[src/svc_pkg.sv]
`timescale 1ns / 1ps
// ============================================================================
// Steering velocity compensator package
// Shared types, constants and the Taylor divisor tables.
// ============================================================================
package svc_pkg;

    localparam int unsigned AngleW    = 16;
    localparam int unsigned DiffW     = 17;
    localparam int unsigned VelW      = 32;
    localparam int unsigned CorrW     = 35;
    localparam int unsigned WheelW    = 16;
    localparam int unsigned ThrW      = 15;
    localparam int unsigned DataW     = 96;
    localparam int unsigned CfgIdxW   = 2;
    localparam int unsigned CfgDataW  = 16;

    localparam logic [WheelW-1:0] WheelbaseReset = 16'd2048;
    localparam logic [ThrW-1:0]   ThresholdReset = 15'd41;

    localparam logic [CfgIdxW-1:0] CfgWheelbase = 2'd0;
    localparam logic [CfgIdxW-1:0] CfgThreshold = 2'd1;

    localparam logic signed [35:0] PiQ30     = 36'sd3373259426;
    localparam logic signed [35:0] HalfPiQ30 = 36'sd1686629713;
    localparam logic signed [35:0] TwoPiQ30  = 36'sd6746518852;
    localparam logic [31:0]        PiQ29     = 32'd1686629713;
    localparam logic signed [34:0] OneQ30    = 35'sd1073741824;

    localparam logic [2:0] LastTerm = 3'd5;
    localparam logic [5:0] DivLast  = 6'd33;

    typedef enum logic [3:0] {
        L_IDLE, L_RED, L_FOLD, L_SQ, L_SQ_DONE, L_TMUL, L_TREC,
        L_PMUL, L_VMUL, L_VDIV, L_DONE
    } t_lane_state;

    typedef struct packed {
        logic start;
        logic apply;
    } t_lane_req;

    // The Taylor divisor of term k is 2^pre times an odd factor. The odd part
    // is divided by multiplying with its rounded-up reciprocal and shifting
    // right by post, which is exact for dividends below 2^31.
    function automatic logic [5:0] term_pre(input logic [2:0] k);
        logic [5:0] r;
        unique case (k)
            3'd2:    r = 6'd2;
            3'd4:    r = 6'd3;
            default: r = 6'd1;
        endcase
        return r;
    endfunction

    function automatic logic [31:0] term_recip(input logic [2:0] k);
        logic [31:0] r;
        unique case (k)
            3'd2:    r = 32'd3435973837;
            3'd3:    r = 32'd3272356036;
            3'd4:    r = 32'd3817748708;
            3'd5:    r = 32'd2498890064;
            default: r = 32'd2863311531;
        endcase
        return r;
    endfunction

    function automatic logic [5:0] term_post(input logic [2:0] k);
        logic [5:0] r;
        unique case (k)
            3'd2:    r = 6'd34;
            3'd3:    r = 6'd36;
            3'd4:    r = 6'd35;
            3'd5:    r = 6'd37;
            default: r = 6'd33;
        endcase
        return r;
    endfunction

endpackage

[src/svc_lane.sv]
`timescale 1ns / 1ps
// ============================================================================
// Compensator lane
// Computes the signed velocity correction for one side with a shared
// multiplier, reciprocal multiplication for the Taylor divisors and a
// one-bit-per-cycle restoring divider for the division by the angle error.
// ============================================================================
module svc_lane (
    input  logic                                 i_clk,
    input  logic                                 i_rst_n,
    input  svc_pkg::t_lane_req                   i_req,
    input  logic                                 i_ack,
    input  logic signed [svc_pkg::DiffW-1:0]     i_diff,
    input  logic [svc_pkg::WheelW-1:0]           i_wheelbase,
    output logic                                 o_done,
    output logic signed [svc_pkg::CorrW-1:0]     o_corr
);

    localparam int unsigned CorrWL = svc_pkg::CorrW;

    svc_pkg::t_lane_state r_state, n_state;

    logic signed [35:0] r_a;
    logic               r_neg;
    logic [30:0]        r_x;
    logic [31:0]        r_x2;
    logic [31:0]        r_t;
    logic signed [34:0] r_s;
    logic [2:0]         r_k;
    logic [63:0]        r_prod;
    logic [15:0]        r_rem;
    logic [33:0]        r_quo;
    logic [15:0]        r_div;
    logic [5:0]         r_cnt;
    logic [15:0]        r_mag;
    logic signed [CorrWL-1:0] r_corr;

    logic [31:0]        mul_a, mul_b;
    logic [63:0]        mul_out;
    logic [31:0]        q_rec;
    logic [16:0]        rem_sh;
    logic               ge;
    logic [15:0]        rem_nx;
    logic [33:0]        q_next;
    logic signed [35:0] a_fold;
    logic [35:0]        x_abs;
    logic [31:0]        s_cl;
    logic [16:0]        d_abs;

    assign d_abs = i_diff[16] ? 17'(-i_diff) : 17'(i_diff);

    always_comb begin
        if (r_a > svc_pkg::HalfPiQ30) begin
            a_fold = svc_pkg::PiQ30 - r_a;
        end else if (r_a < -svc_pkg::HalfPiQ30) begin
            a_fold = -svc_pkg::PiQ30 - r_a;
        end else begin
            a_fold = r_a;
        end
        x_abs = a_fold[35] ? 36'(-a_fold) : 36'(a_fold);
    end

    always_comb begin
        if (r_s < 0) begin
            s_cl = 32'd0;
        end else if (r_s > svc_pkg::OneQ30) begin
            s_cl = 32'(svc_pkg::OneQ30);
        end else begin
            s_cl = r_s[31:0];
        end
    end

    always_comb begin
        unique case (r_state)
            svc_pkg::L_SQ: begin
                mul_a = {1'b0, r_x};
                mul_b = {1'b0, r_x};
            end
            svc_pkg::L_TMUL: begin
                mul_a = r_t;
                mul_b = r_x2;
            end
            svc_pkg::L_TREC: begin
                mul_a = 32'(r_quo >> svc_pkg::term_pre(r_k));
                mul_b = svc_pkg::term_recip(r_k);
            end
            svc_pkg::L_PMUL: begin
                mul_a = s_cl;
                mul_b = {16'd0, i_wheelbase};
            end
            svc_pkg::L_VMUL: begin
                mul_a = r_prod[45:14];
                mul_b = svc_pkg::PiQ29;
            end
            default: begin
                mul_a = 32'd0;
                mul_b = 32'd0;
            end
        endcase
        mul_out = 64'(mul_a) * 64'(mul_b);
        q_rec   = 32'(mul_out >> svc_pkg::term_post(r_k));
    end

    assign rem_sh = {r_rem, r_quo[33]};
    assign ge     = rem_sh >= {1'b0, r_div};
    assign rem_nx = ge ? 16'(rem_sh - {1'b0, r_div}) : rem_sh[15:0];
    assign q_next = {r_quo[32:0], ge};

    always_comb begin
        n_state = r_state;
        unique case (r_state)
            svc_pkg::L_IDLE: begin
                if (i_req.start) begin
                    n_state = i_req.apply ? svc_pkg::L_RED : svc_pkg::L_DONE;
                end
            end
            svc_pkg::L_RED: begin
                if (r_a <= svc_pkg::PiQ30 && r_a >= -svc_pkg::PiQ30) begin
                    n_state = svc_pkg::L_FOLD;
                end
            end
            svc_pkg::L_FOLD:    n_state = svc_pkg::L_SQ;
            svc_pkg::L_SQ:      n_state = svc_pkg::L_SQ_DONE;
            svc_pkg::L_SQ_DONE: n_state = svc_pkg::L_TMUL;
            svc_pkg::L_TMUL:    n_state = svc_pkg::L_TREC;
            svc_pkg::L_TREC: begin
                n_state = (r_k == svc_pkg::LastTerm) ? svc_pkg::L_PMUL
                                                      : svc_pkg::L_TMUL;
            end
            svc_pkg::L_PMUL: n_state = svc_pkg::L_VMUL;
            svc_pkg::L_VMUL: n_state = svc_pkg::L_VDIV;
            svc_pkg::L_VDIV: begin
                if (r_cnt == svc_pkg::DivLast) begin
                    n_state = svc_pkg::L_DONE;
                end
            end
            svc_pkg::L_DONE: begin
                if (i_ack) begin
                    n_state = svc_pkg::L_IDLE;
                end
            end
            default: n_state = svc_pkg::L_IDLE;
        endcase
    end

    always_ff @(posedge i_clk) begin
        if (!i_rst_n) begin
            r_state <= svc_pkg::L_IDLE;
        end else begin
            r_state <= n_state;
        end
    end

    always_ff @(posedge i_clk) begin
        unique case (r_state)
            svc_pkg::L_IDLE: begin
                r_a    <= 36'(i_diff) <<< 18;
                r_mag  <= d_abs[15:0];
                r_corr <= '0;
            end
            svc_pkg::L_RED: begin
                if (r_a > svc_pkg::PiQ30) begin
                    r_a <= r_a - svc_pkg::TwoPiQ30;
                end else if (r_a < -svc_pkg::PiQ30) begin
                    r_a <= r_a + svc_pkg::TwoPiQ30;
                end
            end
            svc_pkg::L_FOLD: begin
                r_neg <= a_fold[35];
                r_x   <= x_abs[30:0];
                r_t   <= {1'b0, x_abs[30:0]};
                r_s   <= 35'(x_abs[30:0]);
                r_k   <= 3'd1;
            end
            svc_pkg::L_SQ: begin
                r_prod <= mul_out;
            end
            svc_pkg::L_SQ_DONE: begin
                r_x2 <= r_prod[61:30];
            end
            svc_pkg::L_TMUL: begin
                r_quo <= mul_out[63:30];
            end
            svc_pkg::L_TREC: begin
                r_t <= q_rec;
                r_k <= r_k + 3'd1;
                if (r_k[0]) begin
                    r_s <= r_s - $signed({3'b0, q_rec});
                end else begin
                    r_s <= r_s + $signed({3'b0, q_rec});
                end
            end
            svc_pkg::L_PMUL: begin
                r_prod <= mul_out;
            end
            svc_pkg::L_VMUL: begin
                r_quo <= mul_out[63:30];
                r_rem <= '0;
                r_div <= r_mag;
                r_cnt <= '0;
            end
            svc_pkg::L_VDIV: begin
                r_rem <= rem_nx;
                r_quo <= q_next;
                r_cnt <= r_cnt + 6'd1;
                if (r_cnt == svc_pkg::DivLast) begin
                    r_corr <= r_neg ? -$signed({1'b0, q_next})
                                    : $signed({1'b0, q_next});
                end
            end
            default: begin
            end
        endcase
    end

    assign o_done = (r_state == svc_pkg::L_DONE);
    assign o_corr = r_corr;

endmodule

[config.mk]
export PLATFORM = sky130hd
export DESIGN_NAME = svc_lane
export DESIGN_NICKNAME = d
export VERILOG_FILES = /design/src/svc_pkg.sv /design/src/svc_lane.sv
export SDC_FILE = /design/constraint.sdc
export NUM_CORES = 2
export LEC_CHECK = 0
export BUFFER_PORTS_ARGS = -buffer_cell sky130_fd_sc_hd__buf_4
export CAP_MARGIN = 20
export CORE_AREA = 2 2 311 313
export DETAILED_ROUTE_END_ITERATION = 10
export DIE_AREA = 0 0 313 315
export PLACE_DENSITY = 0.79
export SLEW_MARGIN = 20
export SYNTH_ARGS = -nofsm -noshare
export SYNTH_HDL_FRONTEND = slang
export SYNTH_SLANG_ARGS = --single-unit
[constraint.sdc]
create_clock -name i_clk -period 15.4 [get_ports i_clk]
set_clock_uncertainty 0.05 [all_clocks]
set_input_delay 2.31 -clock i_clk [delete_from_list [all_inputs] [get_ports i_clk]]
set_output_delay 2.31 -clock i_clk [all_outputs]
set_load 0.005 [all_outputs]
After elaboration in Yosys (flattened, before gate mapping). Cells that the tools add are included.

Add/subtract/negate cells: 12. $mul: 1. Magnitude comparators: 9. Equal/unequal tests: 20. Shift-type cells: 2. Multiplexer cells: 33. Reduce and logical (&&, ||, !) cells: 12.

Operator list (number): case mux 32 bit (5 select lines) (2); 2-to-1 mux 36 bit (4); case mux 35 bit (2 select lines) (2); case mux 31 bit (4 select lines) (1); 2-to-1 mux 35 bit (3); case mux 36 bit (2 select lines) (1); subtractor 33 x 36 -> 36 bit, first input constant (2); case mux 34 bit (2 select lines) (1); multiplier 32 x 32 -> 64 bit (1); 2-to-1 mux 32 bit (2); case mux 32 bit (2 select lines) (1); >> shifter 64 x 6 -> 32 bit (1); case mux 4 bit (11 select lines) (1); adder 36 x 34 -> 36 bit, second input constant (1); >= comparator 36 x 33 -> 1 bit, second input constant (1); greater-than comparator 36 x 32 -> 1 bit, second input constant (1); greater-than comparator 36 x 33 -> 1 bit, second input constant (1); less-or-equal comparator 36 x 33 -> 1 bit, second input constant (1); less-than comparator 36 x 32 -> 1 bit, second input constant (1); less-than comparator 36 x 33 -> 1 bit, second input constant (1); subtractor 36 x 34 -> 36 bit, second input constant (1); adder 35 x 33 -> 35 bit (1); greater-than comparator 35 x 32 -> 1 bit, second input constant (1); less-than comparator 35 x 1 -> 1 bit, second input constant (1); other kinds (34) (56).

Register bits after elaboration: 359. Input port bits: 38. Output and inout port bits: 36. Logic and storage cells: 104.

Logic depth before layout (Yosys ltp).
Depth in word-level cells: 10. Gate-level depth with buffers: 68. Mapped depth without buffers: 60.

Worst setup path before layout. Ideal clock, no wire load.

Path kind: input -> register. Start: input port i_wheelbase[7] in the netlist's numbering. End: register r_s[34] (data pin). Library setup time: 266 ps. Data arrival time: 14607 ps. Data required time: 15084 ps. Path slack: 478 ps. Stages on the path: 51. Path buffers: 2. Cell sequence: mux2_2 > a22o_1 > a21oi_1 > clkbuf_1 > nor2_1 > fa_1 > fa_1 > fa_1 > inv_1 > fa_1 > inv_1 > fa_1 > fa_1 > fa_1 > inv_1 > fa_1 > inv_1 > ha_1 > [15 not listed] > fa_1 > a21o_1 > a21o_1 > a2111oi_0 > nor4_1 > o31ai_1 > o311ai_0 > a31o_2 > a21o_1 > nand3_1 > a211o_1 > o21ai_0 > a21oi_1 > o21bai_1 > a221o_1 > a31oi_1 > xor3_1 > nor2_1.

Cells in the longest elaborated chain, start to end: 6. Elaborated cells on any way between the ends: 7. Classes of those cells: add/sub (2); mul (1); shift (1); mux (3).

Ends and longest elaborated chain: from (decl) (line svc_lane.sv:14) `input logic [svc_pkg::WheelW-1:0] i_wheelbase,`; case mux 32 bit (5 select lines) * (line svc_lane.sv:74) `unique case (r_state)`; multiplier 32 x 32 -> 64 bit * (line svc_lane.sv:100) `mul_out = 64'(mul_a) * 64'(mul_b);`; via mul_out[39] (line svc_lane.sv:39) `logic [63:0] mul_out;`; >> shifter 64 x 6 -> 32 bit * (line svc_lane.sv:101) `q_rec = 32'(mul_out >> svc_pkg::term_post(r_k));`; adder 35 x 33 -> 35 bit or subtractor 35 x 33 -> 35 bit (tied branches) (line svc_lane.sv:190, svc_lane.sv:188); 2-to-1 mux 35 bit * (line svc_lane.sv:187) `if (r_k[0]) begin`; case mux 35 bit (2 select lines) * (line svc_lane.sv:155) `unique case (r_state)`; to (signal assigned) (line svc_lane.sv:172) `r_s <= 35'(x_abs[30:0]);`; to (signal assigned) (line svc_lane.sv:188) `r_s <= r_s - $signed({3'b0, q_rec});`; to (signal assigned) (line svc_lane.sv:190) `r_s <= r_s + $signed({3'b0, q_rec});`; to (decl) (line svc_lane.sv:28) `logic signed [34:0] r_s;`.

The timed path passes the listed nets; every way through them passes the cells marked *. A chain may end at the register's enable or synchronous reset.

Worst setup path in the final report.
Start: register r_k[0]. End: register r_s[34] (data pin).

Cells in the longest elaborated chain, start to end: 10. Elaborated cells on any way between the ends: 17. Classes of those cells: add/sub (2); mul (1); eq/ne (4); shift (2); mux (8).

Ends and longest elaborated chain: from (decl) (line svc_lane.sv:29) `logic [2:0] r_k;`; from (signal assigned) (line svc_lane.sv:186) `r_k <= r_k + 3'd1;`; == test 3 bit or == test 3 x 2 -> 1 bit (tied branches) (line svc_pkg.sv:48, svc_pkg.sv:58); case mux 2 bit (2 select lines) (line svc_pkg.sv:48) `unique case (k)`; 2-to-1 mux 6 bit (line svc_lane.sv:74); >> shifter 34 x 6 -> 32 bit (line svc_lane.sv:84) `mul_a = 32'(r_quo >> svc_pkg::term_pre(r_k));`; case mux 32 bit (5 select lines) (line svc_lane.sv:74); multiplier 32 x 32 -> 64 bit * (line svc_lane.sv:100); via mul_out[48] (line svc_lane.sv:39); >> shifter 64 x 6 -> 32 bit * (line svc_lane.sv:101); adder 35 x 33 -> 35 bit or subtractor 35 x 33 -> 35 bit (tied branches) (line svc_lane.sv:190, svc_lane.sv:188); 2-to-1 mux 35 bit * (line svc_lane.sv:187); case mux 35 bit (2 select lines) * (line svc_lane.sv:155).

The timed path passes the listed nets; every way through them passes the cells marked *. The select of a mux whose other input is x is not followed.

==> run metrics <==
outcome complete, no violations; Final setup viols 0; worst-case clock buffer depth 3; Synth area leaders fa_1 32%, edfxtp_1 18%, ha_1 7.9%, inv_1 6.9%, nand2_1 5.6%; Synth Area in Compound Gates roughly 11%; Tot Pwr between 10 and 15 mW; Post-Synthesis Cells ~6.4k; slowest CP cell fa_1; FFs w/ async S/R, synth 0%; total of warnings raised by yosys 0; vias in the first global route around 50k; Syn Std Cell Area ~0.057 sq mm; crit path kind reg -> reg; HP Class reg -> reg; # IOs 74; DRT antenna net count 0; final period utilization 96.9%; dominant synthesized flop cell edfxtp_1; P_leak roughly 30 nW; fin crit period 14,920 ps; Total Wirelength between 200,000 and 250,000 microns; GRT Overall Usage about 42%; CTS sink count between 300 and 400; simple-gate share of the synthesized area around 17%; drt drc 0; P&R area growth vs syn 12.3%; number of port buffers 73; Vias/cell roughly 6.2; Least-Margin Pin Slew between 1000 and 1500 ps; DR vias around 50k; CTS clock-pin slew for the worst setup and hold paths ~70 ps; largest family of logic cells by synthesized area adder cells; Max VDD drop between 0.15 and 0.2 mV; Finished Layout Cells about 8k; CTS tree yes; Crit path top cell by count fa_1; placed insts 7,938; Final Cell Area 0.0636 sq mm; Core Util, Final around 66%; mux cell area share after synthesis 1.28%; drt pass-1 iters 8; number of antenna violations at the first check in global routing 7; total of max-cap violations 0; Data arrival, critical path between 15,000 and 20,000 ps; Core Region 0.0957 sq mm; crit-path leading delay family adder cells; htree depth 2; hold_buf cts 0; CP startpoint r_k[0]; Critical Path Start Type flip-flop; most frequent cells in the layout 1,037 x inv_1, 898 x fa_1, 844 x nand2_1, 811 x nor2_1, 564 x buf_4; total CTS buffers 40; EDFF count, synth about 340; worst-path maximum fanout 22; layout cells sized above 1 12.4%; HP Start r_prod[51]; first-pass GRT wire length around 310,000 microns; pin count of the biggest net entering global routing 85; drt wl/cell around 26 microns; critical path data required time between 15,000 and 20,000 ps; # rows 114; placed cell areas slightly above 0.06 sq mm; Die X roughly 310 microns; Slew Viols, Final 0; Post-Synth Adder-Cell Area about two fifths; syn_area_per_cell between 8 and 9 sq um; endpoint type of the worst setup path flip-flop; max incr delay on CP between 500 and 600 ps; die area ~0.099 sq mm; synth unique cells ~100; # nets final 8,005; sequential share of the synthesized area a little under a fifth; DR iter-0 viols 5,694; FF-to-FF Start r_k[0]; net count after synthesis 7,721; clock root cell clkbuf_16; Achievable Freq 0.0670 GHz; Initial Util about three fifths; endpoints failing hold 0; max_slew headroom about a quarter; most common cell after layout, fill and taps aside inv_1; Power Density between 150 and 200 mW/mm^2; Synth Area in XOR/XNOR about 3.5%; dpl hpwl approximately 170,000 microns; Yosys reg bits roughly 340; total grt overflow 0; Placer Congestion approximately 1.1; worst skew pair latency ~600 ps; Yosys top cell by area fa_1; Fin Setup TNS 0 ps; die height around 320 microns; Synth top area share roughly a third; WP buf/inv 10
[final timing paths]
path / slack [ps] / depth (start not counted) / end
hold / removal: 370 / 0 / r_x2[21]
setup reg to reg: 480 / 54 / r_s[34]
hold reg to reg: 370 / 0 / r_x2[21]
setup / recovery: 480 / 54 / r_s[34]
[state kept, by name (all words and copies together), names as in the netlist, 16 cells and up]
register / flops
r_prod: 48
r_mag: 16
r_div: 16
r_s: 35
r_a: 34
o_corr: 35
r_quo: 34
r_x2: 32
r_x: 30
r_t: 32
r_rem: 16
[repair_timing]
action | 4_1_cts | 5_1_grt
gates resized for setup | 1 | 63
endpoints found under the setup margin | 2 | 9
pin swaps | 0 | 2
setup buffers | 0 | 4
[metrics by stage]
step | setup WS, ps | hold WS (ps)
5_1_grt | -73.2 | 373
3_5_place_dp | -94.8 | 355
4_1_cts | 18.4 | 367
3_3_place_gp | -111 | 351
2_1_floorplan | 478 | 350
6_report | 481 | 366
[per-layer routing]
metal  GRT usage, %  share of wire [%]  vias to the layer above
met2           64.6                 44                     3073
li1               -                  -                    21400
met5              0              0.048                        -
met1           54.0                 36                    24700
met3           10.9                 12                      720
met4           26.1                7.7                       10
[cells by family after synthesis]
group,Yosys count
buf+inv,1394
xor+xnor,225
compound gates,958
simple gates,2188
flops,342
fa+ha+maj,1255
mux,66
[cell usage after synthesis, types with 32 or more instances]
cell / n
nor2_1: 815
and3_1: 53
edfxtp_1: 338
xnor2_1: 115
a21oi_1: 234
or3_1: 42
and2_1: 44
ha_1: 357
xor2_1: 109
a21o_1: 98
o31ai_1: 43
clkbuf_1: 312
fa_1: 898
nand3_1: 114
o211ai_1: 41
nand2_1: 847
a22oi_1: 32
o21ai_0: 154
nand2b_1: 42
inv_1: 1037
mux2i_1: 43
nor3_1: 75
nand4_1: 34
a31oi_1: 40
[cell type report]
type / count / area, sq um
clock buffers: 42 / 1010
clock inverters: 31 / 344
inverters: 1039 / 3900
repair buffers: 597 / 4870
flip-flops and latches: 342 / 10200
multi-input cells: 4692 / 41600
diodes: 4 / 10.0
fillers: 7704 / 32100
well taps: 1276 / 1600
[worst reg2reg max path, delay by kind of cell (launching register included)]
family / cells / cell delay [ps]
buffers and inverters: 10 / 1580
AOI/OAI and AO/OA: 17 / 4090
xor gates and xnor gates: 2 / 340
muxes: 1 / 540
DFF: 1 / 400
and+or+nand+nor: 13 / 2530
adders and majority gates: 11 / 5090
[where the power goes]
group	internal, mW	switching (mW)	total, mW
registers	1.67	0.454	2.13
logic	2.89	4.81	7.70
clock network	0.569	0.434	1.00
total	5.13	5.70	10.8
(Power assumes the default switching activity.)
