$ cat config.mk
export PLATFORM = sky130hd
export DESIGN_NAME = svc_merge
export DESIGN_NICKNAME = d
export VERILOG_FILES = /design/src/svc_pkg.sv /design/src/svc_merge.sv
export SDC_FILE = /design/constraint.sdc
export NUM_CORES = 1
export LEC_CHECK = 0
export BUFFER_PORTS_ARGS = -buffer_cell sky130_fd_sc_hd__buf_2
export CORE_UTILIZATION = 30
export CTS_CLUSTER_DIAMETER = 150
export DETAILED_ROUTE_END_ITERATION = 12
export PLACE_DENSITY = 0.59
export SLEW_MARGIN = 10
export SYNTH_ARGS = -nofsm -noshare
export SYNTH_HDL_FRONTEND = slang
export SYNTH_SLANG_ARGS = --single-unit
$ cat constraint.sdc
create_clock -name i_clk -period 5.1 [get_ports i_clk]
set_input_delay 0.255 -clock i_clk [delete_from_list [all_inputs] [get_ports i_clk]]
set_output_delay 0.255 -clock i_clk [all_outputs]
set_load 0.005 [all_outputs]
$ cat src/svc_pkg.sv
`timescale 1ns / 1ps
// ============================================================================
// Steering velocity compensator package
// Shared types, constants and the Taylor divisor tables.
// ============================================================================
package svc_pkg;

    localparam int unsigned AngleW    = 16;
    localparam int unsigned DiffW     = 17;
    localparam int unsigned VelW      = 32;
    localparam int unsigned CorrW     = 35;
    localparam int unsigned WheelW    = 16;
    localparam int unsigned ThrW      = 15;
    localparam int unsigned DataW     = 96;
    localparam int unsigned CfgIdxW   = 2;
    localparam int unsigned CfgDataW  = 16;

    localparam logic [WheelW-1:0] WheelbaseReset = 16'd2048;
    localparam logic [ThrW-1:0]   ThresholdReset = 15'd41;

    localparam logic [CfgIdxW-1:0] CfgWheelbase = 2'd0;
    localparam logic [CfgIdxW-1:0] CfgThreshold = 2'd1;

    localparam logic signed [35:0] PiQ30     = 36'sd3373259426;
    localparam logic signed [35:0] HalfPiQ30 = 36'sd1686629713;
    localparam logic signed [35:0] TwoPiQ30  = 36'sd6746518852;
    localparam logic [31:0]        PiQ29     = 32'd1686629713;
    localparam logic signed [34:0] OneQ30    = 35'sd1073741824;

    localparam logic [2:0] LastTerm = 3'd5;
    localparam logic [5:0] DivLast  = 6'd33;

    typedef enum logic [3:0] {
        L_IDLE, L_RED, L_FOLD, L_SQ, L_SQ_DONE, L_TMUL, L_TREC,
        L_PMUL, L_VMUL, L_VDIV, L_DONE
    } t_lane_state;

    typedef struct packed {
        logic start;
        logic apply;
    } t_lane_req;

    // The Taylor divisor of term k is 2^pre times an odd factor. The odd part
    // is divided by multiplying with its rounded-up reciprocal and shifting
    // right by post, which is exact for dividends below 2^31.
    function automatic logic [5:0] term_pre(input logic [2:0] k);
        logic [5:0] r;
        unique case (k)
            3'd2:    r = 6'd2;
            3'd4:    r = 6'd3;
            default: r = 6'd1;
        endcase
        return r;
    endfunction

    function automatic logic [31:0] term_recip(input logic [2:0] k);
        logic [31:0] r;
        unique case (k)
            3'd2:    r = 32'd3435973837;
            3'd3:    r = 32'd3272356036;
            3'd4:    r = 32'd3817748708;
            3'd5:    r = 32'd2498890064;
            default: r = 32'd2863311531;
        endcase
        return r;
    endfunction

    function automatic logic [5:0] term_post(input logic [2:0] k);
        logic [5:0] r;
        unique case (k)
            3'd2:    r = 6'd34;
            3'd3:    r = 6'd36;
            3'd4:    r = 6'd35;
            3'd5:    r = 6'd37;
            default: r = 6'd33;
        endcase
        return r;
    endfunction

endpackage

$ cat src/svc_merge.sv
`timescale 1ns / 1ps
// ============================================================================
// Compensator merge stage
// Adds the left correction to and subtracts the right from the velocities
// with saturation and holds the result transaction in the output register.
// ============================================================================
module svc_merge (
    input  logic                                 i_clk,
    input  logic                                 i_rst_n,
    input  logic                                 i_load,
    input  logic signed [svc_pkg::VelW-1:0]      i_left_vel,
    input  logic signed [svc_pkg::VelW-1:0]      i_right_vel,
    input  logic signed [svc_pkg::CorrW-1:0]     i_left_corr,
    input  logic signed [svc_pkg::CorrW-1:0]     i_right_corr,
    input  logic [svc_pkg::AngleW-1:0]           i_left_angle,
    input  logic [svc_pkg::AngleW-1:0]           i_right_angle,
    output logic                                 o_free,
    output logic                                 o_tvalid,
    input  logic                                 i_tready,
    output logic [svc_pkg::DataW-1:0]            o_tdata
);

    logic                       r_valid;
    logic [svc_pkg::DataW-1:0]  r_data;
    logic signed [35:0]         sum_l, sum_r;
    logic [31:0]                sat_l, sat_r;

    function automatic logic [31:0] sat32(input logic signed [35:0] v);
        logic [31:0] r;
        if (v > 36'sd2147483647) begin
            r = 32'h7FFF_FFFF;
        end else if (v < -36'sd2147483648) begin
            r = 32'h8000_0000;
        end else begin
            r = v[31:0];
        end
        return r;
    endfunction

    assign sum_l = 36'(i_left_vel) + 36'(i_left_corr);
    assign sum_r = 36'(i_right_vel) - 36'(i_right_corr);
    assign sat_l = sat32(sum_l);
    assign sat_r = sat32(sum_r);

    assign o_free = !r_valid || i_tready;

    always_ff @(posedge i_clk) begin
        if (!i_rst_n) begin
            r_valid <= 1'b0;
        end else if (i_load) begin
            r_valid <= 1'b1;
        end else if (i_tready) begin
            r_valid <= 1'b0;
        end
    end

    always_ff @(posedge i_clk) begin
        if (i_load) begin
            r_data <= {i_right_angle, i_left_angle, sat_r, sat_l};
        end
    end

    assign o_tvalid = r_valid;
    assign o_tdata  = r_data;

endmodule

==> Word level (Yosys, flattened, before mapping) <==
Index checks and enable logic that the tools add are counted.
{ "totals": {"regBits": 97, "output_inout_bits": 98, "word_cells": 17} }
{ "op_classes": {"muxes": 4, "n_reduce_logical": 3, "add_sub_neg": 2, "n_lt_le_gt_ge": 4} }
{ "ops": {"columns": ["operator", "count"], "rows": [
  ["$gt 36x32->1 const B", 2],
  ["$lt 36x32->1 const B", 2],
  ["$mux 32", 2],
  ["$add 32x35->36", 1],
  ["$sub 32x35->36", 1],
  ["$mux 1", 2],
  ["$reduce_bool 2->1", 1],
  ["$logic_not 1->1", 1],
  ["$logic_or 1x1->1", 1]
]} }

==> Logic depth before layout (Yosys ltp) <==
Gate-level depths: netlist of run 1.
{ "logic_depth": {"ltp_word": 3, "mapped_depth": 14, "mapped_depth_nobuf": 13} }

==> Worst setup path after synthesis of run 1 <==
OpenSTA, ideal clock, no wires.
{ "synth_path": {"path_type": "input to register", "startpoint": "input port i_right_vel[0] (netlist bit)", "endpoint": "register r_data (netlist bit o_tdata[55]), data pin", "path_stages": 14, "setup_time_ps": 150, "path_buffers": 1, "path_slack_ps": 1774, "t_arrival_ps": 3176, "required_ps": 4950, "cell_sequence": "inv_1 > ha_1 > inv_1 > fa_1 > a211oi_1 > o21ai_1 > a211oi_1 > a211oi_1 > nand2b_1 > a311o_1 > a2111oi_4 > a21oi_2 > buf_6 > nor3_2"} }
{ "synth_between": {"elab_chain_len": 3, "elab_cells_between_ends": 4} }
{ "synth_lines": {"columns": ["item", "line", "text"], "rows": [
  ["from (decl)", "svc_merge.sv:12", "input logic signed [svc_pkg::VelW-1:0] i_right_vel,"],
  ["$sub 32x35->36 (*)", "svc_merge.sv:41", "assign sum_r = 36'(i_right_vel) - 36'(i_right_corr);"],
  ["$lt 36x32->1", "svc_merge.sv:32", "end else if (v < -36'sd2147483648) begin"],
  ["$mux 32", "svc_merge.sv:32", null],
  ["to (signal assigned)", "svc_merge.sv:59", "r_data <= {i_right_angle, i_left_angle, sat_r, sat_l};"],
  ["to (decl)", "svc_merge.sv:24", "logic [svc_pkg::DataW-1:0] r_data;"]
]} }
Mark *: on every way between the ends. The rest lies on a longest branch, timed or not.
A chain may end at the register's enable or synchronous reset.

==> Worst setup path in the final report of run 1 <==
{ "layout_path": {"startpoint": "input port i_right_vel[0] (netlist bit)", "endpoint": "register r_data (netlist bit o_tdata[43]), data pin"} }
Same word-level chain as after synthesis.

==> summary.txt, run 1 <==
Outcome
  – Outcome: finished, final reports clean

Logic synthesis
  – Most used DFF post-synth: edfxtp_1
  – Synth cell types: 70
  – Seq/Total Area, Yosys: 38.4%
  – Compound-Gate Fraction of Synth Area: 24.1%
  – Most frequent cells after synthesis: 96 x edfxtp_1, 79 x a21oi_1, 70 x ha_1
  – Syn avg cell area: 9.35 um2
  – Post-synthesis cell area: 7570 um2
  – Syn Inst Count: 809
  – Number of enable flip-flop cells after synthesis: 96
  – Yosys Warn Count: 0
  – Seq cells post-synth: 97
  – Post-synthesis adder-cell area fraction: 12.1%
  – Xor and xnor area share after synthesis: 7.18%
  – Leading area contributor after synthesis: edfxtp_1
  – Largest family of logic cells by synthesized area: compound AO/OA/AOI/OAI gates
  – Share of the synthesized area in the top cell type: 38.1%
  – Post-Syn Nets: 1051
  – Most numerous cell in the Yosys netlist: edfxtp_1
  – Multiplexer area fraction after synthesis: 0.149%
  – Ys async rst share: 0%
  – Post-Synth Simple-Gate Area: 13.3%
  – Synth area leaders: edfxtp_1 38%, ha_1 12%, a21oi_1 5.2%

Power and ir drop
  – Maximum VDD drop: 0.207 mV
  – P_leak: 4.20 nW
  – PwrDens: 282 nW/um2
  – Final Power: 2.69 mW

Detailed routing
  – Final wirelength: 22.8 mm
  – Vias per cell: 5.14
  – DR iter-0 viols: 427
  – Drt wl/cell: 16.4 um
  – Vias: 7152
  – Post-route antenna net violation count: 0
  – Remaining DRCs: 0
  – Pre-antenna DRT Iters: 5

Critical path
  – CP startpoint kind: input pin
  – Worst r2r src: o_tvalid
  – Crit end category: flop
  – Largest fanout on the critical path: 22
  – Slowest cell on crit path: a21oi_2
  – R2r setup slk: 4490 ps
  – Crit path DAT: 3890 ps
  – Crit-path cells: buf_2 -> inv_1 -> ha_1 -> inv_1 -> fa_1 -> a211oi_1 -> o211ai_1 -> a21oi_1 -> o31ai_1 -> a211oi_1 -> o21a_1 -> a2111oi_4 -> buf_4 -> a21oi_2 -> nor3_1
  – Worst setup path start: i_right_vel[0]
  – Setup CP Type: input pin to flop
  – Data required time at the worst endpoint: 5140 ps
  – Max incr delay on CP: 870 ps

STA
  – Period utilization: 75.4%
  – Final setup fails: 0
  – Max-slew headroom: 22.5%
  – Slew @ Worst Pin: 1160 ps
  – Setup TNS: 0 ps
  – Fin crit period: 3850 ps
  – Post-route setup slack: 1250 ps
  – Fmax: 260 MHz
  – Hold WS: 86.8 ps
  – Slew Viols, Final: 0
  – Unrepaired setup endpoints after global routing: false
  – Fin. Hold Viols: 0
  – Clock Skew: 0 ps

Place
  – Dpl hpwl: 18.9 mm
  – DP Cell Count: 1375
  – IO Port Bufs: 267
  – Post-DP Area: 9260 um2
  – Dpl ws: 863 ps
  – Gpl congestion: 0.908

GRT
  – Met2 Resource Use GR: 26.7%
  – Largest net degree at the start of global routing: 52
  – Met1 GRT Util: 24.7%
  – First-pass GRT wire length: 35.3 mm
  – Most Crowded Layer GR: met2
  – Vias in the first global route: 6659
  – Grt ovf: 0
  – Total GRT Usage: 17.1%
  – Initial antenna violation count: 0
  – Met3 Use GR: 1.83%

Final layout
  – Design area: 9540 um2
  – Final Net Count: 1304
  – Post-Layout Cell Count: 1391
  – Antenna diode count: 0
  – Share of post-route cells with drive strength above 1: 29.2%
  – Area Growth Syn to Fin: 26.1%
  – Core Util, Final: 38.9%

Clocking
  – CTS hold repair buffers: 0
  – PostCTS Resize Cnt: 0
  – Sink Count: 97
  – Clock buffer count from CTS: 9
  – Post-CTS setup buffer count: 0
  – CTS tree: built
  – Clock network latency to the later pin of the worst-skew pair: 340 ps
  – CTS root buf: clkbuf_16
  – H-tree Lvls: 3
  – Max clock buf depth: 2
  – Clock-pin slew on the worst setup and hold paths: 70 ps

Run
  – Max-cap viol count: 0

Floorplanning
  – Initial Util: 30.8%
  – Die area: 25900 um2
  – Die Width: 161 um
  – Die Y: 161 um
  – Std-Cell Rows: 57
  – Boundary pin count: 268
  – Core area: 24500 um2

Worst hold path
  – Min-Delay Startpoint: i_left_angle[2]
  – Worst min path class: input pin to flop
## layout make-up
cell class / count / area [um2]
multi-input cells: 620 / 4320
clock buffers: 9 / 225
repair buffers: 278 / 1420
flip-flops and latches: 97 / 2900
clock inverters: 7 / 62.6
well taps: 324 / 405
inverters: 56 / 210
fillers: 2547 / 15000
## path summary, 6_finish.rpt
path,endpoint,cells past startpoint
worst max-delay path,o_tdata[43],15
worst min-delay path,o_tdata[66],1
worst max register to register,o_tvalid,2
worst min register to register,o_tvalid,2
## per-layer routing
layer | vias to the layer above | wire length [um]
li1 | 3536 | -
met1 | 3314 | 10800
met2 | 276 | 10200
met3 | 26 | 1270
met4 | 0 | 507
met5 | - | 0
## sequential cells by signal, indices dropped and copies added (netlist names)
name      cells
o_tdata      96
o_tvalid      1
## power breakdown
part	internal [mW]	switching [mW]	total (mW)
registers	1.02	0.0367	1.06
clock network	0.340	0.311	0.651
logic	0.403	0.575	0.978
## layout by cell type, fill, tap and decap left out, drive strengths merged, types with 14 or more instances in the layout
master    n
nand3    23
xor2     31
inv      59
and3     14
nor2     39
nand4    20
a21o     23
a21oi    81
buf     278
xnor2    31
nor3     14
nand2    62
o21ai    77
ha       70
edfxtp   96
## logic make-up after synthesis
kind of cell	count (synthesis)
compound gates	280
xor+xnor	62
fa+ha+maj	72
buf+inv	92
flops	97
mux	1
simple gates	205
## critical path: cells and delay by family
family                     cells  cell delay [ps]
buffers and inverters          4              410
AOI/OAI and AO/OA              8             2510
adders and majority gates      2              580
and+or+nand+nor                1              140
No activity file was read; power rests on OpenSTA's default activity.
==> run 2: changes to the inputs <==
==> constraint.sdc (replaced) <==
create_clock -name i_clk -period 3.6 [get_ports i_clk]
set_input_delay 0.18 -clock i_clk [delete_from_list [all_inputs] [get_ports i_clk]]
set_output_delay 0.18 -clock i_clk [all_outputs]
set_load 0.005 [all_outputs]
==> run 2 against run 1 <==
Compared with the run above: clock power increased by 49%; worst hold slack got worse by 73 ps; global-route usage increased by 0.56 points; sequential share of layout area decreased by 0.93 points; utilization increased by 1.2 points; register-to-register slack got worse by 1500 ps; clock-buffer cell count unchanged; critical path depth unchanged; critical path type unchanged; cell area increased by 3.2%.
==> summary.txt, run 2 (same netlist as run 1, synthesis figures left out) <==
Outcome
  – Outcome: finished, final reports clean

STA
  – Period utilization: 91.1%
  – Post-route setup slack: 321 ps (-931 ps)
  – Final setup fails: 0 (unchanged)
  – Setup TNS: 0 ps (unchanged)
  – Max-slew headroom: 41.1% (+19 points)
  – Fin. Hold Viols: 0 (unchanged)
  – Unrepaired setup endpoints after global routing: false
  – Slew Viols, Final: 0 (unchanged)
  – Slew @ Worst Pin: 883 ps (-279 ps)
  – Fin crit period: 3280 ps
  – Clock Skew: 0 ps (unchanged)
  – Fmax: 305 MHz

Floorplanning
  – Boundary pin count: 268 (unchanged)
  – Std-Cell Rows: 57 (unchanged)
  – Die Y: 161 um (unchanged)
  – Initial Util: 30.8% (unchanged)
  – Die Width: 161 um (unchanged)
  – Die area: 25900 um2 (unchanged)
  – Core area: 24500 um2 (unchanged)

GRT
  – First-pass GRT wire length: 36.4 mm (+2.9%)
  – Met2 Resource Use GR: 28.0% (+1.3 points)
  – Met1 GRT Util: 25.6% (+0.98 points)
  – Met3 Use GR: 1.63% (-0.21 points)
  – Largest net degree at the start of global routing: 68 (+31%)
  – Most Crowded Layer GR: met2
  – Total GRT Usage: 17.7% (+0.56 points)
  – Grt ovf: 0 (unchanged)
  – Vias in the first global route: 6848 (+2.8%)
  – Initial antenna violation count: 0 (unchanged)

Detailed routing
  – Vias: 7226 (+1.0%)
  – Remaining DRCs: 0 (unchanged)
  – Vias per cell: 5.08 (-1.2%)
  – Pre-antenna DRT Iters: 5 (unchanged)
  – Final wirelength: 23.4 mm (+2.7%)
  – DR iter-0 viols: 542 (+27%)
  – Post-route antenna net violation count: 0 (unchanged)
  – Drt wl/cell: 16.5 um (+0.39%)

Worst hold path
  – Worst min path class: input pin to flop

Final layout
  – Commonest non-fill, non-tap cell in the layout: buf_2
  – Layout fillers: 2524 (-0.90%)
  – FF+latch area: 2900 um2 (unchanged)
  – Post-Layout Cell Count: 1423 (+2.3%)
  – Area of the multi-input gates: 4320 um2 (+0.17%)
  – Max reg flops: 96 (unchanged)
  – Final Net Count: 1336 (+2.5%)
  – Antenna diode count: 0 (unchanged)
  – Area Growth Syn to Fin: 30.1%
  – Share of post-route cells with drive strength above 1: 30.5% (+1.2 points)
  – Commonest non-fill, non-tap cells in the layout: 266 x buf_2, 96 x edfxtp_1, 79 x a21oi_1
  – Design area: 9850 um2 (+3.2%)

Place
  – Gpl congestion: 0.890 (-2.0%)
  – Dpl hpwl: 19.4 mm (+2.9%)
  – DP Cell Count: 1397 (+1.6%)
  – Dpl ws: -22.8 ps (-886 ps)
  – IO Port Bufs: 267 (unchanged)
  – Post-DP Area: 9430 um2 (+1.9%)

Clocking
  – CTS root buf: clkbuf_16
  – Max clock buf depth: 2 (unchanged)
  – Sink Count: 97 (unchanged)
  – Post-CTS setup buffer count: 0 (unchanged)
  – H-tree Lvls: 3 (unchanged)
  – Clock buffer count from CTS: 9 (unchanged)
  – CTS tree: built
  – Clock-pin slew on the worst setup and hold paths: 70 ps (about the same)
  – Clock network latency to the later pin of the worst-skew pair: 340 ps (about the same)

Power and ir drop
  – Final Power: 3.93 mW (+46%)
  – P_leak: 4.37 nW (+4.0%)
  – PwrDens: 399 nW/um2 (+42%)
  – Maximum VDD drop: 0.205 mV (-0.81%)

Critical path
  – Max incr delay on CP: 420 ps (-450 ps)
  – Crit end category: flop
  – CP startpoint kind: input pin
  – Crit-path cells: buf_2 -> inv_1 -> ha_1 -> inv_1 -> fa_1 -> a211oi_1 -> o21ai_1 -> a211oi_1 -> a211oi_1 -> nand2b_1 -> a311o_1 -> a2111oi_4 -> a21oi_2 -> buf_4 -> a21oi_1
  – Setup CP Type: input pin to flop
  – Most used cell, CP: a211oi_1
  – Crit path DAT: 3460 ps (-430 ps)
  – Largest fanout on the critical path: 7 (-68%)
  – Slowest cell on crit path: a311o_1
  – Data required time at the worst endpoint: 3780 ps (-1360 ps)

Run
  – Max-cap viol count: 0 (unchanged)
-- run 2: repair_timing --
action	4_1_cts	5_1_grt
setup endpoints to repair	0	23
hold buffers	10	0
hold endpoints to repair	10	0
gates resized for setup	0	1
-- run 2: cell type report --
cell class / instances / area share, %
clock buffers: 9 / 2.29
well taps: 324 / 4.12
flip-flops and latches: 97 / 29.5
inverters: 56 / 2.13
clock inverters: 7 / 0.801
multi-input cells: 620 / 43.9
repair buffers: 310 / 17.3
-- run 2: metrics by stage --
stage                     utilization (%)  hold slack (ps)
after floorplan                         -              279
after global placement               38.5              357
after global routing                 40.1            0.370
after CTS                            40.1            0.367
after detailed placement             38.5              358
final                                40.1             13.8
-- run 2: path summary, 6_finish.rpt --
| kind | startpoint | end | slack, ps | cells after the start |
|---|---|---|---|---|
| worst max register to register | o_tvalid | o_tvalid | 2980 | 2 |
| worst min register to register | o_tvalid | o_tvalid | 510 | 2 |
| worst max-delay path | i_right_vel[0] | o_tdata[58] | 320 | 15 |
| worst min-delay path | i_left_angle[4] | o_tdata[68] | 10 | 1 |
-- run 2: power breakdown --
part	internal (mW)	total [mW]	switching, mW
registers	1.45	1.52	0.0654
clock network	0.546	0.972	0.426
logic	0.617	1.44	0.825
-- run 2: critical path: cells and delay by family --
family                   cells  cell delay (ps)
adder cells (fa/ha/maj)      2              570
AO/OA/AOI/OAI                8             2090
buffers and inverters        4              410
AND/OR/NAND/NOR              1              200
-- run 2: metal layers --
layer  up-vias  routed length, um
met5         -                  0
met4         0                426
met3        20               1530
met2       278              10600
met1      3335              10800
li1       3593                  -
==> run 3: changes to the inputs <==
--- a/config.mk
+++ b/config.mk
@@ -9,7 +9,7 @@
 export CORE_UTILIZATION = 30
 export CTS_CLUSTER_DIAMETER = 150
 export DETAILED_ROUTE_END_ITERATION = 12
-export PLACE_DENSITY = 0.59
+export PLACE_DENSITY = 0.65
 export SLEW_MARGIN = 10
 export SYNTH_ARGS = -nofsm -noshare
 export SYNTH_HDL_FRONTEND = slang
==> run 3 against run 2 <==
Compared with the run above: clock power shrank 0.7%; worst hold slack got worse by 1.1 ps; critical path depth is the same; via count up 1.7%; die area unchanged; sequential power about the same; critical path type unchanged; critical endpoint is now o_tdata[43].
==> summary.txt, run 3 (same netlist as run 1, synthesis figures left out) <==
Worst hold path
  – Worst min path class: input pin to flop
  – Min-Delay Startpoint: i_left_angle[15]

Place
  – Dpl hpwl: 19.4 mm (-0.19%)
  – Gpl congestion: 0.953 (+7.1%)
  – IO Port Bufs: 267 (unchanged)
  – Dpl ws: -0.662 ps (+22.2 ps)
  – Post-DP Area: 9430 um2 (about the same)

Floorplanning
  – Die Width: 161 um (unchanged)
  – Die area: 25900 um2 (unchanged)
  – Core area: 24500 um2 (unchanged)
  – Die Y: 161 um (unchanged)
  – Boundary pin count: 268 (unchanged)
  – Initial Util: 30.8% (unchanged)
  – Std-Cell Rows: 57 (unchanged)

Critical path
  – Worst r2r src: o_tvalid
  – CP startpoint kind: input pin
  – Worst setup path start: i_right_vel[0]
  – Crit path DAT: 3430 ps (-30 ps)
  – Crit end category: flop
  – Largest fanout on the critical path: 4 (-3)
  – Setup CP Type: input pin to flop
  – Data required time at the worst endpoint: 3780 ps (about the same)

Clocking
  – Clock-pin slew on the worst setup and hold paths: 60 ps (about the same)
  – H-tree Lvls: 3 (unchanged)
  – Clock network latency to the later pin of the worst-skew pair: 350 ps (about the same)
  – Clock buffer count from CTS: 9 (unchanged)
  – Max clock buf depth: 2 (unchanged)
  – CTS tree: built
  – CTS root buf: clkbuf_16
  – PostCTS Resize Cnt: 0 (unchanged)
  – Sink Count: 97 (unchanged)

STA
  – Final setup fails: 0 (unchanged)
  – Fin crit period: 3250 ps (-32.3 ps)
  – Clock Skew: 0 ps (unchanged)
  – Slew @ Worst Pin: 828 ps (-54.8 ps)
  – Post-route setup slack: 353 ps (+32.3 ps)
  – Max-slew headroom: 44.8% (+3.7 points)
  – Fmax: 308 MHz (+1.0%)
  – Setup TNS: 0 ps (unchanged)
  – Unrepaired setup endpoints after global routing: false
  – Fin. Hold Viols: 0 (unchanged)
  – Slew Viols, Final: 0 (unchanged)
  – Period utilization: 90.2% (-0.90 points)

Power and ir drop
  – Final Power: 3.93 mW (about the same)
  – Maximum VDD drop: 0.168 mV (-18%)
  – PwrDens: 394 nW/um2 (-1.2%)
  – P_leak: 4.42 nW (+1.1%)

Final layout
  – Final Net Count: 1349 (+0.97%)
  – Share of post-route cells with drive strength above 1: 29.8% (-0.72 points)
  – Commonest non-fill, non-tap cells in the layout: 266 x buf_2, 96 x edfxtp_1, 79 x a21oi_1
  – Design area: 9960 um2 (+1.2%)
  – Antenna diode count: 0 (unchanged)
  – Commonest non-fill, non-tap cell in the layout: buf_2
  – Max reg flops: 96 (unchanged)
  – Area Growth Syn to Fin: 31.7%
  – Layout fillers: 2495 (-1.1%)

GRT
  – Largest net degree at the start of global routing: 64 (-5.9%)
  – First-pass GRT wire length: 36.0 mm (-0.93%)
  – Grt ovf: 0 (unchanged)
  – Total GRT Usage: 17.7% (about the same)
  – Initial antenna violation count: 0 (unchanged)
  – Vias in the first global route: 6886 (+0.55%)

Detailed routing
  – Remaining DRCs: 0 (unchanged)
  – Max layer used: met4
  – Final wirelength: 23.5 mm (+0.21%)
  – Pre-antenna DRT Iters: 5 (unchanged)
  – Met3 WL: 1.28 mm (-16%)
  – Vias: 7352 (+1.7%)
  – Vias per cell: 5.12 (+0.82%)
  – Drt wl/cell: 16.3 um (-0.69%)
  – Post-route antenna net violation count: 0 (unchanged)
  – Metal2 WL: 10.6 mm (about the same)
  – M1 wire length: 10.9 mm (+1.0%)
  – DR iter-0 viols: 476 (-12%)

Outcome
  – Outcome: finished, final reports clean

Run
  – Max-cap viol count: 0 (unchanged)
-- run 3: cell count changes in the layout (fill, tap and decap cells not counted) --
cell           change
clkbuf_1           +2
clkinv_2           -1
buf_4              -1
inv_8              -1
o41ai_1            +1
inv_6              +1
clkinvlp_4         -1
dlygate4sd3_1     +14
o41ai_2            -1
-- run 3: critical path, stage by stage --
cell and delay (ps):
buf_2 100, inv_1 50, ha_1 180, inv_1 60
fa_1 410, a211oi_1 320, o21ai_1 190, a211oi_1 290
a211oi_1 160, nand2b_1 190, a311o_1 420, a2111oi_4 390
a21oi_2 140, buf_4 180, nor3_1 170
-- run 3: metal layers --
layer	global-route usage, %	vias to the layer above
li1	-	3624
met1	24.5	3430
met2	27.7	265
met3	2.69	33
met4	6.69	0
met5	0	-
-- run 3: where the power goes --
group | internal, mW | switching [mW]
Clock | 0.546 | 0.420
Combinational | 0.626 | 0.827
Sequential | 1.45 | 0.0596
-- run 3: worst paths after layout --
kind,depth (start not counted),to,slack (ps)
worst min register to register,2,o_tvalid,520
worst max register to register,2,o_tvalid,2970
worst min-delay path,1,o_tdata[79],10
worst max-delay path,15,o_tdata[43],350
-- run 3: layout make-up --
class / instances / area [um2] / area share, %
Clock buffer: 11 / 233 / 2.34
Clock inverter: 5 / 63.8 / 0.640
Inverter: 56 / 210 / 2.11
Multi-Input combinational cell: 620 / 4320 / 43.3
Sequential cell: 97 / 2900 / 29.1
Tap cell: 324 / 405 / 4.07
Timing Repair Buffer: 323 / 1830 / 18.4
-- run 3: per-stage QoR --
step	hold slack, ps	instances	utilization [%]
floorplan	279	809	-
global placement	357	1396	38.4
detailed placement	359	1396	38.4
CTS	0.623	1431	40.4
global route	0.423	1436	40.6
finish	12.7	1436	40.6
-- run 3: repair_timing --
| action | 4_1_cts | 5_1_grt |
|---|---|---|
| buffers inserted | 0 | 0 |
| endpoints found under the hold margin | 19 | 5 |
| hold buffers | 19 | 5 |
